--- config.mk ---
export PLATFORM = sky130hd
export DESIGN_NAME = bitmap_block_allocator
export DESIGN_NICKNAME = d
export VERILOG_FILES = /design/src/rtl/bba_pkg.sv /design/src/rtl/bitmap_block_allocator.sv
export SDC_FILE = /design/constraint.sdc
export NUM_CORES = 1
export LEC_CHECK = 0
export BUFFER_PORTS_ARGS = -buffer_cell sky130_fd_sc_hd__buf_2
export CORE_ASPECT_RATIO = 2
export CORE_MARGIN = 8
export CORE_UTILIZATION = 55
export CTS_BUF_LIST = sky130_fd_sc_hd__clkbuf_4 sky130_fd_sc_hd__clkbuf_8 sky130_fd_sc_hd__clkbuf_16
export DETAILED_ROUTE_END_ITERATION = 10
export PLACE_DENSITY = 0.75
export SLEW_MARGIN = 20
export SYNTH_ARGS = -nofsm -noshare
export SYNTH_HDL_FRONTEND = slang
export SYNTH_SLANG_ARGS = --single-unit
--- constraint.sdc ---
create_clock -name clock -period 7.5 [get_ports clock]
set_input_delay 1.5 -clock clock [delete_from_list [all_inputs] [get_ports clock]]
set_output_delay 1.5 -clock clock [all_outputs]
set_load 0.01 [all_outputs]
--- src/rtl/bba_pkg.sv ---
// shared types and constants of the bitmap block allocator
package bba_pkg;

   // map geometry
   localparam int NUM_BLOCKS    = 256;
   localparam int USABLE_BLOCKS = NUM_BLOCKS - 1;
   localparam int WORD_W        = 32;
   localparam int BIT_W         = $clog2(WORD_W);
   localparam int NUM_WORDS     = (USABLE_BLOCKS + WORD_W - 1) / WORD_W;
   localparam int WADDR_W       = (NUM_WORDS > 1) ? $clog2(NUM_WORDS) : 1;
   localparam int CNT_W         = $clog2(NUM_BLOCKS);
   localparam int GBLK_W        = WADDR_W + BIT_W;

   // operation codes
   localparam logic [1:0] FUNC_ALLOCATE = 2'd0;
   localparam logic [1:0] FUNC_REQUEST  = 2'd1;
   localparam logic [1:0] FUNC_RELEASE  = 2'd2;

   // bits of the last word that lie beyond the usable blocks
   function automatic logic [WORD_W-1:0] last_pad_f();
      logic [WORD_W-1:0] pad;
      pad = '0;
      for (int b = 0; b < WORD_W; b++) begin
         if ((NUM_WORDS - 1) * WORD_W + b >= USABLE_BLOCKS) begin
            pad[b] = 1'b1;
         end
      end
      return pad;
   endfunction

   localparam logic [WORD_W-1:0]  LAST_PAD  = last_pad_f();
   localparam logic [WADDR_W-1:0] LAST_WORD = WADDR_W'(NUM_WORDS - 1);

   typedef struct packed {
      logic [1:0] func;
      logic [7:0] block_index;
   } req_type;

   typedef struct packed {
      logic       success;
      logic [7:0] granted_index;
      logic [7:0] used_count;
      logic [7:0] free_count;
   } rsp_type;

   typedef enum logic [1:0] {
      S_IDLE = 2'b01,
      S_MOD  = 2'b10
   } state_type;

endpackage

--- src/rtl/bitmap_block_allocator.sv ---
// bitmap free-block allocator: word memory, read-modify-write control and result register
//
// The free-block map lives in a small synchronous memory of 32-bit words, one bit per
// block (set = used). The accept cycle of a transaction issues the read of the one
// bitmap word it touches, and the modify state then modifies that word, writes it back
// and loads the result register; no new request is taken before that is done. The next
// request is taken while a finished result still waits on the rsp side; if the result
// register is still occupied when the write-back is due, the write-back waits for it.
// Allocate picks the word through a per-word full flag held in flip-flops and then the
// lowest clear bit in that word, so its cost is the same as request and release. After
// reset there is no clearing pass: a per-word valid flag marks words written since
// reset, and a word not yet written reads as all free.
module bitmap_block_allocator
   import bba_pkg::*;
(
   input  logic    clock,
   input  logic    reset,
   input  logic    req_valid,
   output logic    req_ready,
   input  req_type req_data,
   output logic    rsp_valid,
   input  logic    rsp_ready,
   output rsp_type rsp_data
);

   // bitmap memory and its registered read port
   logic [WORD_W-1:0] map_mem [NUM_WORDS];
   logic [WORD_W-1:0] rd_data_ff;

   // per-word flags, cleared by reset
   logic [NUM_WORDS-1:0] word_valid_ff, word_valid_in;
   logic [NUM_WORDS-1:0] word_full_ff, word_full_in;

   // control state
   state_type        state_ff, state_in;
   logic [CNT_W-1:0] used_total_ff, used_total_in;
   logic             rsp_valid_ff, rsp_valid_in;
   rsp_type          rsp_data_ff, rsp_data_in;

   // transaction fields held from accept to write-back
   logic [1:0]         func_ff, func_in;
   logic [WADDR_W-1:0] addr_ff, addr_in;
   logic [BIT_W-1:0]   bit_ff, bit_in;
   logic               in_range_ff, in_range_in;
   logic               nonzero_ff, nonzero_in;
   logic               none_free_ff, none_free_in;

   // accept side
   logic                 req_fire;
   logic [31:0]          idx_wide;
   logic [NUM_WORDS-1:0] nonfull;
   logic [NUM_WORDS-1:0] first_nonfull;
   logic [WADDR_W-1:0]   alloc_addr;

   // modify side
   logic               out_free;
   logic [WORD_W-1:0]  word;
   logic [WORD_W-1:0]  pad;
   logic [WORD_W-1:0]  occ;
   logic [WORD_W-1:0]  low_zero;
   logic [BIT_W-1:0]   alloc_bit;
   logic [WORD_W-1:0]  sel_mask;
   logic [WORD_W-1:0]  new_word;
   logic               ok;
   logic               mem_we;
   logic [GBLK_W-1:0]  granted_blk;
   logic [CNT_W-1:0]   free_total;

   assign req_ready = (state_ff == S_IDLE);
   assign req_fire  = req_valid && req_ready;
   assign out_free  = !rsp_valid_ff || rsp_ready;
   assign rsp_valid = rsp_valid_ff;
   assign rsp_data  = rsp_data_ff;

   // pick the lowest word that still has a free block
   always_comb begin
      idx_wide      = 32'(req_data.block_index);
      nonfull       = ~word_full_ff;
      first_nonfull = nonfull & (~nonfull + NUM_WORDS'(1));
      alloc_addr    = '0;
      for (int i = 0; i < NUM_WORDS; i++) begin
         alloc_addr = alloc_addr | (first_nonfull[i] ? WADDR_W'(i) : '0);
      end
   end

   // capture the transaction and choose the word to read
   always_comb begin
      func_in      = func_ff;
      addr_in      = addr_ff;
      bit_in       = bit_ff;
      in_range_in  = in_range_ff;
      nonzero_in   = nonzero_ff;
      none_free_in = none_free_ff;
      if (req_fire) begin
         func_in      = req_data.func;
         bit_in       = idx_wide[BIT_W-1:0];
         in_range_in  = (idx_wide < 32'(USABLE_BLOCKS));
         nonzero_in   = (req_data.block_index != 8'd0);
         none_free_in = ~|nonfull;
         if (req_data.func == FUNC_ALLOCATE) begin
            addr_in = alloc_addr;
         end else begin
            addr_in = WADDR_W'(idx_wide >> BIT_W);
         end
      end
   end

   // modify the word that was read
   always_comb begin
      word      = word_valid_ff[addr_ff] ? rd_data_ff : '0;
      pad       = (addr_ff == LAST_WORD) ? LAST_PAD : '0;
      occ       = word | pad;
      low_zero  = ~occ & (occ + WORD_W'(1));
      alloc_bit = '0;
      for (int b = 0; b < WORD_W; b++) begin
         alloc_bit = alloc_bit | (low_zero[b] ? BIT_W'(b) : '0);
      end
      sel_mask = WORD_W'(1) << bit_ff;

      ok       = 1'b0;
      new_word = word;
      case (func_ff)
         FUNC_ALLOCATE: begin
            ok       = !none_free_ff;
            new_word = word | low_zero;
         end
         FUNC_REQUEST: begin
            ok       = in_range_ff && nonzero_ff && !word[bit_ff];
            new_word = word | sel_mask;
         end
         FUNC_RELEASE: begin
            ok       = in_range_ff && word[bit_ff];
            new_word = word & ~sel_mask;
         end
         default: begin
            ok       = 1'b0;
            new_word = word;
         end
      endcase

      granted_blk = {addr_ff, alloc_bit};
      mem_we      = (state_ff == S_MOD) && out_free && ok;
   end

   // next state, counts and result
   always_comb begin
      state_in      = state_ff;
      used_total_in = used_total_ff;
      word_valid_in = word_valid_ff;
      word_full_in  = word_full_ff;
      rsp_valid_in  = rsp_valid_ff && !rsp_ready;
      rsp_data_in   = rsp_data_ff;
      free_total    = CNT_W'(USABLE_BLOCKS) - used_total_ff;

      unique case (state_ff)
         S_IDLE: begin
            if (req_fire) begin
               state_in = S_MOD;
            end
         end
         S_MOD: begin
            if (out_free) begin
               if (ok) begin
                  if (func_ff == FUNC_RELEASE) begin
                     used_total_in = used_total_ff - CNT_W'(1);
                  end else begin
                     used_total_in = used_total_ff + CNT_W'(1);
                  end
                  word_valid_in[addr_ff] = 1'b1;
                  word_full_in[addr_ff]  = &(new_word | pad);
               end
               free_total = CNT_W'(USABLE_BLOCKS) - used_total_in;
               rsp_valid_in = 1'b1;
               rsp_data_in.success = ok;
               rsp_data_in.granted_index =
                  (ok && func_ff == FUNC_ALLOCATE) ? 8'(granted_blk) : 8'd0;
               // counts saturate at the field width
               rsp_data_in.used_count =
                  (32'(used_total_in) > 32'd255) ? 8'hff : 8'(used_total_in);
               rsp_data_in.free_count =
                  (32'(free_total) > 32'd255) ? 8'hff : 8'(free_total);
               state_in = S_IDLE;
            end
         end
         default: begin
            state_in = S_IDLE;
         end
      endcase
   end

   // bitmap memory: one read on accept, a write-back only for a successful transaction
   always_ff @(posedge clock) begin
      if (req_fire) begin
         rd_data_ff <= map_mem[addr_in];
      end
      if (mem_we) begin
         map_mem[addr_ff] <= new_word;
      end
   end

   always_ff @(posedge clock) begin
      if (reset) begin
         state_ff      <= S_IDLE;
         used_total_ff <= '0;
         word_valid_ff <= '0;
         word_full_ff  <= '0;
         rsp_valid_ff  <= 1'b0;
      end else begin
         state_ff      <= state_in;
         used_total_ff <= used_total_in;
         word_valid_ff <= word_valid_in;
         word_full_ff  <= word_full_in;
         rsp_valid_ff  <= rsp_valid_in;
      end
   end

   always_ff @(posedge clock) begin
      func_ff      <= func_in;
      addr_ff      <= addr_in;
      bit_ff       <= bit_in;
      in_range_ff  <= in_range_in;
      nonzero_ff   <= nonzero_in;
      none_free_ff <= none_free_in;
      rsp_data_ff  <= rsp_data_in;
   end

   // the used count never exceeds the usable blocks
   assert property (@(posedge clock) disable iff (reset)
      32'(used_total_ff) <= 32'(USABLE_BLOCKS))
      else $error("used count beyond usable blocks");

   // the count moves by at most one block per cycle
   assert property (@(posedge clock) disable iff (reset)
      (used_total_ff == $past(used_total_ff)) ||
      (used_total_ff == $past(used_total_ff) + CNT_W'(1)) ||
      (used_total_ff == $past(used_total_ff) - CNT_W'(1)))
      else $error("used count jumped");

   // an accepted transaction always goes to the modify step
   assert property (@(posedge clock) disable iff (reset)
      req_fire |=> (state_ff == S_MOD))
      else $error("accepted transaction not processed");

   // write-back only happens from the modify step with room for the result
   assert property (@(posedge clock) disable iff (reset)
      mem_we |=> rsp_valid_ff)
      else $error("write-back without a result");

   // a full flag is only set while the count shows used blocks
   assert property (@(posedge clock) disable iff (reset)
      (|word_full_ff) |-> (used_total_ff != '0))
      else $error("word marked full with empty map");

endmodule

==> out/qor.yml <==
outcome:
  outcome: "finished clean"
placement:
  gp_congestion: 1.00
  io_buffers: 40
  placed_area_um2: 16500
  post-place-ws_ns: 2.49
  hpwl_um: 26700
yosys:
  yosysMostFrequentCell: "edfxtp_1"
  synth_commonest_cells: "edfxtp_1, mux4_2, nand2_1, o21ai_0, nor2_1"
  syn-num-nets: 1084
  synthCells: 1063
  synth_area_leaders: "edfxtp_1, mux4_2, dfxtp_1, mux2_2, o21ai_0"
  ys_warn_count: 0
  ys_types: 83
  ys_ff_latch: 353
  synth_edf_count: 323
  seq_area_frac_synth_pct: 64.8
  async_reset_ff_share_pct: 0
  synth.top_cell.area_share_pct: 61.0
  yosys.area.top_type: "edfxtp_1"
  syn-cell-area_um2: 15900
  avgSynthCellArea_um2: 15.0
  ys.flop_type: "edfxtp_1"
critical_path:
  worst-path-buf-inv: 2
  cp-start-kind: "flop"
  cp_cell_sequence: "nand2b_1, a211oi_1, a2111oi_0, o311a_1, mux2_2, nand2_1, nand4b_1, inv_1, buf_4"
  critPathMaxFanout: 19
  cp_top_family: "buffers and inverters"
  arrival_ns: 4.78
  cpPeakStageDelay_ns: 0.76
  cp-end-kind: "flop"
  path_class: "flop to flop"
  cp_slowest_cell: "edfxtp_1"
  critical_path_required_ns: 7.73
cells_and_area:
  ff_latch_area_um2: 10300
  fin_area_um2: 17600
  fillCellCount: 2099
  antenna_cells: 0
  multiInputGateArea_um2: 5270
  final_util_pct: 61.4
  nNetsFinal: 1116
  area_growth_pct: 10.6
  drive_above_1_share_pct: 23.0
timing:
  setup_ws_ns: 2.96
  worstMarginPinSlew_ns: 1.18
  timing.fmax_mhz: 220
  rsz0062_at_grt: "false"
  relSlewSlack_pct: 20.3
  post-route-period-util_pct: 60.6
  tns_ns: 0
  slew_viol_final: 0
  whs_ns: 0.458
  final_hold_viol_count: 0
  layout_min_cycle_time_ns: 4.54
  fin_skew_ns: 0.0243
  setup_violations: 0
clocking:
  post_cts_resized: 0
  postCtsSetupBuffers: 0
  path_clk_slew_ns: 0.07
  clock-root-buffer: "clkbuf_16"
  cts_max_path_buffers: 3
  cts_sinks: 353
  ctsHoldBuffers: 0
  numCtsBuffers: 30
  clock_latency_ns: 0.58
  h-tree-depth: 1
  tritoncts: "done"
floorplanning:
  ioPinCount: 41
  die_x_um: 136
  coreArea_um2: 28600
  start_util_pct: 55.5
  rows: 88
  die_h_um: 256
  die_area_um2: 34900
grt:
  gr-usage-all-layers_pct: 23.6
  overflow: 0
  grt_max_degree: 66
  antenna_found_initial: 0
  grt_pass1_wl_um: 61700
  grt_pass1_vias: 9956
pwr:
  total_leakage_power_nw: 6.07
  p_per_area_nw_per_um2: 245
  max-vdd-ir-drop_mv: 0.229
drt:
  routed.top_layer: "met4"
  wirelength_um: 40900
  route.met2.wl_um: 20400
  via_count: 9879
  post_drt_wl_per_cell_um: 27.7
  ant_nets: 0
  via_per_inst: 6.68
  met1_length_um: 15700
  firstDrtPassIters: 7
  met3_length_um: 2840
  drc_errors: 0
  drt_iter0_drc: 1122
run:
  maxCapViolCount: 0
worst_hold_path:
  hp-class: "flop to flop"
-- power breakdown --
part / leakage [nW] / internal (mW) / switching [mW]
clock network: 0.496 / 0.932 / 0.712
registers: 3.47 / 2.17 / 0.0825
logic: 2.10 / 0.192 / 0.221
total: 6.07 / 3.30 / 1.02
-- layer usage --
layer	vias up	global-route usage (%)
met5	-	0
met4	0	11.0
met3	126	3.64
met2	454	39.1
met1	5004	29.7
li1	4295	-
-- cell type report --
class | count | area share (%)
Tap cell | 360 | 2.56
Sequential cell | 353 | 58.6
Inverter | 33 | 0.705
Timing Repair Buffer | 63 | 2.19
Clock buffer | 31 | 4.41
Clock inverter | 25 | 1.59
Multi-Input combinational cell | 614 | 30.0
-- layout by cell type, fill, tap and decap left out, types with 9 or more instances in the layout --
master	n
nand4_1	18
nor2b_1	10
edfxtp_1	323
nor3_1	15
mux2_2	37
buf_2	40
inv_1	31
nor2_1	48
dfxtp_1	30
a21oi_1	24
and2_1	9
nand2b_1	23
a211oi_1	9
mux2i_1	17
nor4_1	14
nand3_1	28
clkbuf_16	31
nand2_1	65
o21ai_0	49
buf_4	22
mux4_2	71
-- final timing paths --
check,start,to,slack (ns),cells after the start
max,bit_ff[2],map_mem[6][0],2.96,9
min,word_valid_ff[4],word_valid_ff[4],0.46,2
max reg2reg,bit_ff[2],map_mem[6][0],2.96,9
min reg2reg,word_valid_ff[4],word_valid_ff[4],0.46,2
-- registers in the layout, summed over array words and instances (netlist names) --
name,count
in_range_ff,1
word_valid_ff,8
rsp_data,25
nonzero_ff,1
func_ff,2
none_free_ff,1
word_full_ff,8
addr_ff,3
rd_data_ff,32
rsp_valid,1
state_ff,2
bit_ff,5
used_total_ff,8
map_mem,256
-- kinds of logic after synthesis --
family,count (synthesis),share of synthesized area [%]
DFF,353,64.8
buffers and inverters,96,2.51
adders and majority gates,7,0.598
AOI/OAI and AO/OA,177,7.60
and+or+nand+nor,294,10.1
muxes,125,13.8
xor gates and xnor gates,11,0.606
-- worst reg2reg max path, cell delays in order, from the launching register on --
cell,delay [ns]
edfxtp_1,0.76
nand2b_1,0.32
a211oi_1,0.08
a2111oi_0,0.62
o311a_1,0.32
mux2_2,0.36
nand2_1,0.38
nand4b_1,0.19
inv_1,0.70
buf_4,0.45
-- stage by stage --
stage	std cells	power [mW]
2_1_floorplan	1063	2.57
3_3_place_gp	1423	2.70
3_5_place_dp	1423	2.70
4_1_cts	1479	4.33
5_1_grt	1479	4.43
6_report	1479	4.31
No activity file was read; power rests on OpenSTA's default activity.
